--- src/rtl/srs_pkg.sv ---
// Package for the stepper ramp sequencer: field widths, ramp table constants,
// phase encoding, the sequencer state record and the table lookup functions.
// No dependencies.
package srs_pkg;

   localparam int unsigned MS_W         = 8;
   localparam int unsigned TIME_W       = 16;
   localparam int unsigned FREQ_W       = 12;
   localparam int unsigned PHASE_W      = 2;

   localparam int unsigned TABLE_POINTS = 11;
   localparam int unsigned TABLE_LAST   = TABLE_POINTS - 1;

   localparam int unsigned FREQ_BASE    = 180;
   localparam int unsigned FREQ_STEP    = 250;
   localparam int unsigned TIME_STEP    = 20;
   localparam int unsigned HOLD_RESET   = 1000;
   localparam int unsigned FREQ_RESET   = 200;
   localparam int unsigned ELAPSED_MAX  = (1 << TIME_W) - 1;

   typedef enum logic [PHASE_W-1:0] {
      PH_UP   = 2'd0,
      PH_SPIN = 2'd1,
      PH_DOWN = 2'd2
   } phase_type;

   typedef struct packed {
      phase_type         phase;
      logic [TIME_W-1:0] elapsed;
      logic              dir;
      logic [FREQ_W-1:0] freq;
   } srs_state_type;

   // Frequency of table point i: base point first, then evenly spaced steps.
   function automatic logic [FREQ_W-1:0] tbl_freq(input int unsigned i);
      if (i == 0) begin
         return FREQ_W'(FREQ_BASE);
      end
      return FREQ_W'(FREQ_STEP + FREQ_STEP * i);
   endfunction

   // Time of table point i; the last point repeats the time of the one before.
   function automatic int unsigned tbl_time(input int unsigned i);
      int unsigned lim;
      lim = TABLE_POINTS - 2;
      return TIME_STEP * ((i < lim) ? i : lim);
   endfunction

endpackage

--- src/rtl/srs_next.sv ---
// Next-state logic of the stepper ramp sequencer: saturating time update,
// parallel table compares and phase transitions. Depends on srs_pkg.
module srs_next (
   input  srs_pkg::srs_state_type       cur_state,
   input  logic [srs_pkg::MS_W-1:0]     ms_passed,
   input  logic [srs_pkg::TIME_W-1:0]   spin_hold_ms,
   output srs_pkg::srs_state_type       nxt_state
);
   import srs_pkg::*;

   logic [TIME_W:0]   sum;
   logic [TIME_W-1:0] elapsed_sat;
   logic              up_hit;
   logic [FREQ_W-1:0] up_freq;
   logic              down_hit;
   logic [FREQ_W-1:0] down_freq;
   phase_type         phase_nxt;

   always_comb begin
      sum = {1'b0, cur_state.elapsed} + (TIME_W + 1)'(ms_passed);
      elapsed_sat = sum[TIME_W] ? TIME_W'(ELAPSED_MAX) : sum[TIME_W-1:0];
   end

   // Table compares; walk so the winning point is assigned last.
   always_comb begin
      up_hit    = 1'b0;
      up_freq   = tbl_freq(0);
      down_hit  = 1'b0;
      down_freq = tbl_freq(0);
      for (int i = TABLE_LAST; i >= 1; i--) begin
         if (elapsed_sat < TIME_W'(tbl_time(i))) begin
            up_hit  = 1'b1;
            up_freq = tbl_freq(i - 1);
         end
      end
      for (int k = 0; k < TABLE_LAST; k++) begin
         if (elapsed_sat < TIME_W'(tbl_time(TABLE_LAST) - tbl_time(k))) begin
            down_hit  = 1'b1;
            down_freq = tbl_freq(k + 1);
         end
      end
   end

   // Phase transitions
   always_comb begin
      case (cur_state.phase)
         PH_UP:   phase_nxt = up_hit ? PH_UP : PH_SPIN;
         PH_SPIN: phase_nxt = (elapsed_sat >= spin_hold_ms) ? PH_DOWN : PH_SPIN;
         PH_DOWN: phase_nxt = down_hit ? PH_DOWN : PH_UP;
         default: phase_nxt = cur_state.phase;
      endcase
   end

   // Data updates per phase
   always_comb begin
      nxt_state       = cur_state;
      nxt_state.phase = phase_nxt;
      case (cur_state.phase)
         PH_UP: begin
            nxt_state.elapsed = up_hit ? elapsed_sat : '0;
            nxt_state.freq    = up_hit ? up_freq : tbl_freq(TABLE_LAST);
         end
         PH_SPIN: begin
            nxt_state.elapsed = (phase_nxt == PH_DOWN) ? '0 : elapsed_sat;
         end
         PH_DOWN: begin
            nxt_state.elapsed = down_hit ? elapsed_sat : '0;
            nxt_state.freq    = down_hit ? down_freq : tbl_freq(0);
            nxt_state.dir     = down_hit ? cur_state.dir : ~cur_state.dir;
         end
         default: begin
            nxt_state.elapsed = elapsed_sat;
         end
      endcase
   end

endmodule

--- src/rtl/stepper_ramp_oscillation_sequencer_unit.sv ---
// Top level of the stepper ramp sequencer: handshakes, input register,
// sequencer state register (which doubles as the result register).
// Depends on srs_pkg and srs_next.
//
//  channel | direction | handshake            | payload
//  --------+-----------+----------------------+--------------------------------------
//  csr     | in        | csr_valid/csr_ready  | csr_spin_hold_ms[15:0]
//  req     | in        | req_valid/req_ready  | req_ms_passed[7:0]
//  rsp     | out       | rsp_valid/rsp_ready  | rsp_step_freq_hz[11:0], rsp_direction,
//          |           |                      | rsp_phase[1:0]
//
// One transaction per cycle sustained while rsp_ready stays high: a request lands in
// the input register, and the single next-state pass then loads the state/result
// register once the result register is empty or being drained.
// Synchronous active-high reset: spin-up, forward, 200 Hz, hold 1000 ms, no items.
// A stalled result holds the input stage; the input register still takes one
// transaction while a result waits, then req_ready drops.
module stepper_ramp_oscillation_sequencer_unit (
   input  logic                          clock,
   input  logic                          reset,
   input  logic                          csr_valid,
   output logic                          csr_ready,
   input  logic [srs_pkg::TIME_W-1:0]    csr_spin_hold_ms,
   input  logic                          req_valid,
   output logic                          req_ready,
   input  logic [srs_pkg::MS_W-1:0]      req_ms_passed,
   output logic                          rsp_valid,
   input  logic                          rsp_ready,
   output logic [srs_pkg::FREQ_W-1:0]    rsp_step_freq_hz,
   output logic                          rsp_direction,
   output logic [srs_pkg::PHASE_W-1:0]   rsp_phase
);
   import srs_pkg::*;

   logic [TIME_W-1:0] hold_ff;
   logic [TIME_W-1:0] hold_in;
   logic              in_valid_ff;
   logic              in_valid_in;
   logic [MS_W-1:0]   in_ms_ff;
   logic [MS_W-1:0]   in_ms_in;
   logic              out_valid_ff;
   logic              out_valid_in;
   srs_state_type     state_ff;
   srs_state_type     state_in;
   srs_state_type     state_calc;
   logic              out_free;
   logic              advance;
   logic              req_take;

   // Configuration is always taken; the user must write only while idle, the block does not enforce it.
   assign csr_ready = 1'b1;

   // Advance the input stage when the result register is empty or being drained.
   assign out_free  = !out_valid_ff || rsp_ready;
   assign advance   = in_valid_ff && out_free;
   assign req_ready = !in_valid_ff || advance;
   assign req_take  = req_valid && req_ready;

   srs_next u_next (
      .cur_state    (state_ff),
      .ms_passed    (in_ms_ff),
      .spin_hold_ms (hold_ff),
      .nxt_state    (state_calc)
   );

   always_comb begin
      hold_in      = (csr_valid && csr_ready) ? csr_spin_hold_ms : hold_ff;
      in_valid_in  = req_take ? 1'b1 : (advance ? 1'b0 : in_valid_ff);
      in_ms_in     = req_take ? req_ms_passed : in_ms_ff;
      // Update state only as the result is loaded, so each result is the state
      // after its own transaction.
      state_in     = advance ? state_calc : state_ff;
      out_valid_in = advance ? 1'b1 : (rsp_ready ? 1'b0 : out_valid_ff);
   end

   always_ff @(posedge clock) begin
      if (reset) begin
         hold_ff       <= TIME_W'(HOLD_RESET);
         in_valid_ff   <= 1'b0;
         out_valid_ff  <= 1'b0;
         state_ff.phase   <= PH_UP;
         state_ff.elapsed <= '0;
         state_ff.dir     <= 1'b0;
         state_ff.freq    <= FREQ_W'(FREQ_RESET);
      end else begin
         hold_ff       <= hold_in;
         in_valid_ff   <= in_valid_in;
         out_valid_ff  <= out_valid_in;
         state_ff      <= state_in;
      end
   end

   // Payload of the input stage needs no reset.
   always_ff @(posedge clock) begin
      in_ms_ff <= in_ms_in;
   end

   assign rsp_valid        = out_valid_ff;
   assign rsp_step_freq_hz = state_ff.freq;
   assign rsp_direction    = state_ff.dir;
   assign rsp_phase        = PHASE_W'(state_ff.phase);

endmodule
--- config.mk ---
export PLATFORM = sky130hd
export DESIGN_NAME = stepper_ramp_oscillation_sequencer_unit
export DESIGN_NICKNAME = d
export VERILOG_FILES = /design/src/rtl/srs_pkg.sv /design/src/rtl/srs_next.sv /design/src/rtl/stepper_ramp_oscillation_sequencer_unit.sv
export SDC_FILE = /design/constraint.sdc
export NUM_CORES = 1
export LEC_CHECK = 0
export BUFFER_PORTS_ARGS = -buffer_cell sky130_fd_sc_hd__buf_4
export CAP_MARGIN = 30
export CORE_MARGIN = 5
export CORE_UTILIZATION = 53
export CTS_CLUSTER_DIAMETER = 30
export DETAILED_ROUTE_END_ITERATION = 8
export PLACE_DENSITY = 0.77
export SLEW_MARGIN = 5
export SYNTH_ARGS = -nofsm -noshare
export SYNTH_HDL_FRONTEND = slang
export SYNTH_SLANG_ARGS = --single-unit
--- constraint.sdc ---
create_clock -name clock -period 3.7 [get_ports clock]
set_input_delay 1.11 -clock clock [delete_from_list [all_inputs] [get_ports clock]]
set_output_delay 1.11 -clock clock [all_outputs]
set_load 0.02 [all_outputs]
After elaboration in Yosys (flattened, before gate mapping):

Cells that the tools add are included.

* flip-flop bits (word level): 57
* latch bits: 0
* RAM bits: 0
* memory bits (read-only): 0
* input port bits: 29
* output and inout port bits: 18
* logic and storage cells: 84
* memories: 0

* add/sub/neg operators: 1
* $mul: 0
* divide/modulo/power cells: 0
* order comparisons: 11
* eq/ne operators: 3
* shift operators: 0
* multiplexer cells: 47
* bitwise operators: 2
* reductions and logical operators: 12

Operators with widths (count)
* $mux W12: 14
* $mux W16: 4
* $lt A16 B7 Y1 const B: 3
* $lt A16 B8 Y1 const B: 3
* $pmux W16 S3: 1
* $mux W11: 4
* $lt A16 B6 Y1 const B: 2
* $pmux W12 S2: 1
* $mux W10: 2
* $add A16 B8 Y17: 1
* $ge A16 B16 Y1: 1
* $lt A16 B1 Y1 const B: 1
* $lt A16 B5 Y1 const B: 1
* $mux W1: 16
* $mux W9: 1
* $mux W7: 1
* $pmux W2 S3: 1
* $reduce_bool A2 Y1: 3
* $eq A2 B2 Y1 const B: 2
* $mux W2: 2
* $reduce_and A3 Y1: 1
* $eq A2 B1 Y1 const B: 1
* $logic_and A1 B1 Y1: 2
* $logic_not A1 Y1: 2
* 4 further kinds: 6

Longest topological paths before layout:

* depth after elaboration: 18
* gate-level depth with buffers: 17
* depth with buffers taken out: 15

By module:

From an unflattened synthesis, not the netlist that was laid out.

* cell total of the unflattened synthesis: 530
* area total of the unflattened synthesis: 4513.1 µm²

By module, submodules not included
* stepper_ramp_oscillation_sequencer_unit: times used 1, cells an instance 221, area each 2423.6 µm², seq. area each 1221.2 µm²
* srs_next: times used 1, cells an instance 309, area each 2089.5 µm², seq. area each 0.0 µm²

Worst setup path after synthesis:

Ideal clock, no wire load.

* kind: register to register
* start: register in_ms_ff[0]
* end: register state_ff[15] (netlist bit)
* library setup time: 0.060 ns
* data arrival time: 3.989 ns
* required time: 3.640 ns
* path slack: -0.349 ns
* cell stages (with the launch flop): 18
* buffers on the path: 2
* clock period less this slack: 4.049 ns
* cell sequence: edfxtp_1 -> ha_1 -> fa_1 -> a21o_1 -> and4_1 -> or3_1 -> clkbuf_1 -> nor2_1 -> inv_1 -> ha_1 -> or3_1 -> a221oi_1 -> o21a_1 -> o21ai_0 -> a211oi_1 -> o221a_4 -> buf_6 -> a22o_1

* cells in the longest elaborated chain, start to end: 18
* elaborated cells on any way between the ends: 32
* those cells by class: add/sub (1); order compare (11); eq/ne (1); mux (19)

Ends and longest elaborated chain
* start: declaration: RTL line stepper_ramp_oscillation_sequencer_unit.sv:39 `logic [MS_W-1:0] in_ms_ff;`
* start signal: assignment: RTL line stepper_ramp_oscillation_sequencer_unit.sv:95 `in_ms_ff <= in_ms_in;`
* $add A16 B8 Y17 *: RTL line srs_next.sv:20 `sum = {1'b0, cur_state.elapsed} + (TIME_W + 1)'(ms_passed);`
* $mux W16 *: RTL line srs_next.sv:21 `elapsed_sat = sum[TIME_W] ? TIME_W'(ELAPSED_MAX) : sum[TIME_W-1:0];`
* $lt A16 B8 Y1: RTL line srs_next.sv:31, srs_next.sv:37
* $mux W1: RTL line srs_next.sv:31, srs_next.sv:37
* $mux W1 (9 in a row): RTL line srs_next.sv:37 `if (elapsed_sat < TIME_W'(tbl_time(TABLE_LAST) - tbl_time(k))) begin`
* $mux W2: RTL line srs_next.sv:49 `PH_DOWN: phase_nxt = down_hit ? PH_DOWN : PH_UP;`
* $pmux W2 S3: RTL line srs_next.sv:46 `case (cur_state.phase)`
* $eq A2 B2 Y1: RTL line srs_next.sv:64 `nxt_state.elapsed = (phase_nxt == PH_DOWN) ? '0 : elapsed_sat;`
* $mux W16: RTL line srs_next.sv:64
* $pmux W16 S3 *: RTL line srs_next.sv:58 `case (cur_state.phase)`
* end signal: assignment: RTL line stepper_ramp_oscillation_sequencer_unit.sv:89 `state_ff <= state_in;`
* end: declaration: RTL line stepper_ramp_oscillation_sequencer_unit.sv:43 `srs_state_type state_ff;`

Mark *: on every way between the ends. The rest lies on a longest branch, timed or not.
A chain may end at the register's enable or synchronous reset.

Worst setup path after layout:

Ends and elaborated chain as after synthesis.

==> out/qor.yml <==
status: "finished, final reports clean"
rsz0062_at_grt: "yes"
start_util_pct: 54.3
slew_headroom_pct: 58.1
synthAdderAreaFrac_pct: 8.34
diodes: 0
setup_viol: 0
crit_type: "reg2reg"
area_growth_pct: 22.4
final_nets: 533
post_synth_and_or_nand_nor_area_fraction_pct: 16.0
grt_use_total_pct: 22.3
hold_path.class: "reg2reg"
cts_made_buffers: 5
ios: 47
drt-initial-drc-count: 244
drv_cap: 0
grt_pass1_wl_um: 15800
synth_area_um2: 3690
cts_tree: "done"
overflow: 0
drive_gt1_share_pct: 28.3
die-area_um2: 8740
worstMarginPinSlew_ps: 626
ir_worst_vdd_uv: 230
hold_buffers: 0
num_vias: 3421
cp_common_cell: "or3_4"
layout_common_cells: "buf_4 (82), dfxtp_1 (47), nor2_1 (29), nand2_1 (28), a21oi_1 (24)"
clock-sinks: 55
finalWirelength_um: 9950
dr.pass1.iters: 4
path_cells: "ha_4 -> fa_2 -> a21o_1 -> and4_1 -> or3_4 -> nor2_4 -> inv_2 -> ha_1 -> or3_4 -> a221oi_4 -> o21a_1 -> nor3_2 -> a211oi_2 -> buf_4 -> o221a_4 -> a22o_1"
coreArea_um2: 6790
synthMuxAreaShare_pct: 3.25
fin_crit_ps: 3680
drc: 0
synth_area_leaders: "dfxtp_1 (25%), ha_1 (7.8%), edfxtp_1 (6.5%)"
cp.arrival_ps: 3950
clockBufferDepth: 2
ys_ff_latch: 55
dp_hpwl_um: 7310
critPathMaxFanout: 6
netlist.area_leader.share_pct: 25.5
dp_slack_ps: -93.9
port_buffers: 43
root_buffer: "clkbuf_8"
slowest_stage: "edfxtp_1"
timing.fmax_mhz: 271
finalHoldViolCount: 0
worstPathRequired_ps: 3960
die_w_um: 93.5
wl_per_cell_um: 17.3
first_global_vias: 3326
setup_ws_ps: 15.9
cts_max_level: 2
clock_skew_ps: 11.9
syn_area_per_cell_um2: 8.71
finalCoreUtilization_pct: 66.5
critPathLaunchType: "flop"
clock_latency_ps: 320
synth_edf_count: 8
yosysSeqAreaShare_pct: 32.0
antenna_found_initial: 0
maxSlewViolCount: 0
clkSlewWorstSetupHoldPaths_ps: 110
viasPerCell: 5.93
rows: 30
yosysTopAreaCell: "dfxtp_1"
leakage_nw: 1.95
final_common_cell: "buf_4"
power_density_nw_per_um2: 397
ant_nets: 0
synth_top_family_by_area: "compound AO/OA/AOI/OAI gates"
gp_routability_congestion: 0.964
ys_warn_count: 0
synthXorXnorAreaFrac_pct: 1.42
grt_max_degree: 24
die_y_um: 93.5
ys.flop_type: "dfxtp_1"
critPathCaptureType: "flop"
synthCells: 424
finalCritPeriodShare_pct: 99.6
yosysUniqueCellTypes: 75
async_flop_share_pct: 0
max_stage_delay_ps: 430
synth_compound_area_share_pct: 30.8
## layer usage
metal / share of wire, % / vias to the layer above / global-route usage (%)
li1: - / 1691 / -
met3: 5.0 / 15 / 4.18
met4: 1.8 / 0 / 7.08
met2: 50 / 93 / 38.1
met5: 0 / - / 0
met1: 43 / 1622 / 28.3
## cells in the mapped netlist (all sizes together) (2+ instances only)
library cell,instances
a211oi,5
a21o,13
a21oi,26
a221o,2
a221oi,4
a22o,12
a311oi,3
a31o,2
a31oi,8
and2,3
and3,5
buf,24
clkbuf,11
conb,2
dfxtp,47
edfxtp,8
ha,23
inv,21
mux2i,12
nand2,29
nand2b,7
nand3,10
nor2,32
nor2b,4
nor3,10
nor3b,2
o2111ai,3
o211a,3
o211ai,12
o21a,5
o21ai,28
o311a,3
o311ai,3
o31ai,6
or3,6
or3b,2
or4,3
xnor2,4
xor2,2
## worst max-delay path, delay by kind of cell, from the launching register on
kind / cells / cell delay, ps
flip-flops: 1 / 430
adder cells (fa/ha/maj): 3 / 780
AO/OA/AOI/OAI: 6 / 1170
AND/OR/NAND/NOR: 5 / 1020
buffers and inverters: 2 / 220
## through the flow
| stage | cell area (µm²) | setup TNS, ps | hold slack [ps] | total power, mW | instances |
|---|---|---|---|---|---|
| final | 4520 | 0 | 461 | 1.79 | 577 |
| after detailed placement | 4190 | -1120 | 451 | 1.35 | 560 |
| after global placement | 4190 | 0 | 448 | 1.34 | 560 |
| after global routing | 4520 | -2160 | 502 | 1.89 | 577 |
| after CTS | 4370 | 0 | 468 | 1.74 | 571 |
| after floorplan | 3740 | 0 | 429 | 1.17 | 425 |
## registers in the layout, indices dropped and copies added (netlist names)
name              cells
rsp_phase             2
hold_ff              16
state_ff             16
in_valid_ff           1
rsp_direction         1
rsp_valid             1
in_ms_ff              8
rsp_step_freq_hz     10
## cell families after synthesis
logic type	after synthesis
compound gates	151
buf+inv	56
simple gates	118
xor+xnor	6
flops	55
other cells	2
mux	12
fa+ha+maj	24
## where the power goes
part | switching (mW) | internal, mW
clock network | 0.218 | 0.158
logic | 0.411 | 0.328
registers | 0.0311 | 0.647
total | 0.660 | 1.13
## worst paths after layout
path / startpoint / to / slack [ps] / cells past startpoint
setup / recovery: in_ms_ff[0] / state_ff[15] / 20 / 16
hold / removal: rsp_step_freq_hz[11] / rsp_step_freq_hz[11] / 460 / 2
setup reg to reg: in_ms_ff[0] / state_ff[15] / 20 / 16
hold reg to reg: rsp_step_freq_hz[11] / rsp_step_freq_hz[11] / 460 / 2
## cell type report
cell class	instances	area, µm²
multi-input cells	315	2420
fillers	550	2270
flip-flops and latches	55	1180
repair buffers	82	616
well taps	96	120
clock buffers	6	82.6
inverters	21	78.8
clock inverters	2	20.0
## timing repair
item | CTS | global route
setup buffers | 2 | 6
gates cloned | 1 | 0
pin swaps | 4 | 28
gates resized for setup | 14 | 22
setup endpoints to repair | 16 | 19
Power figures use the tool's default switching activity.
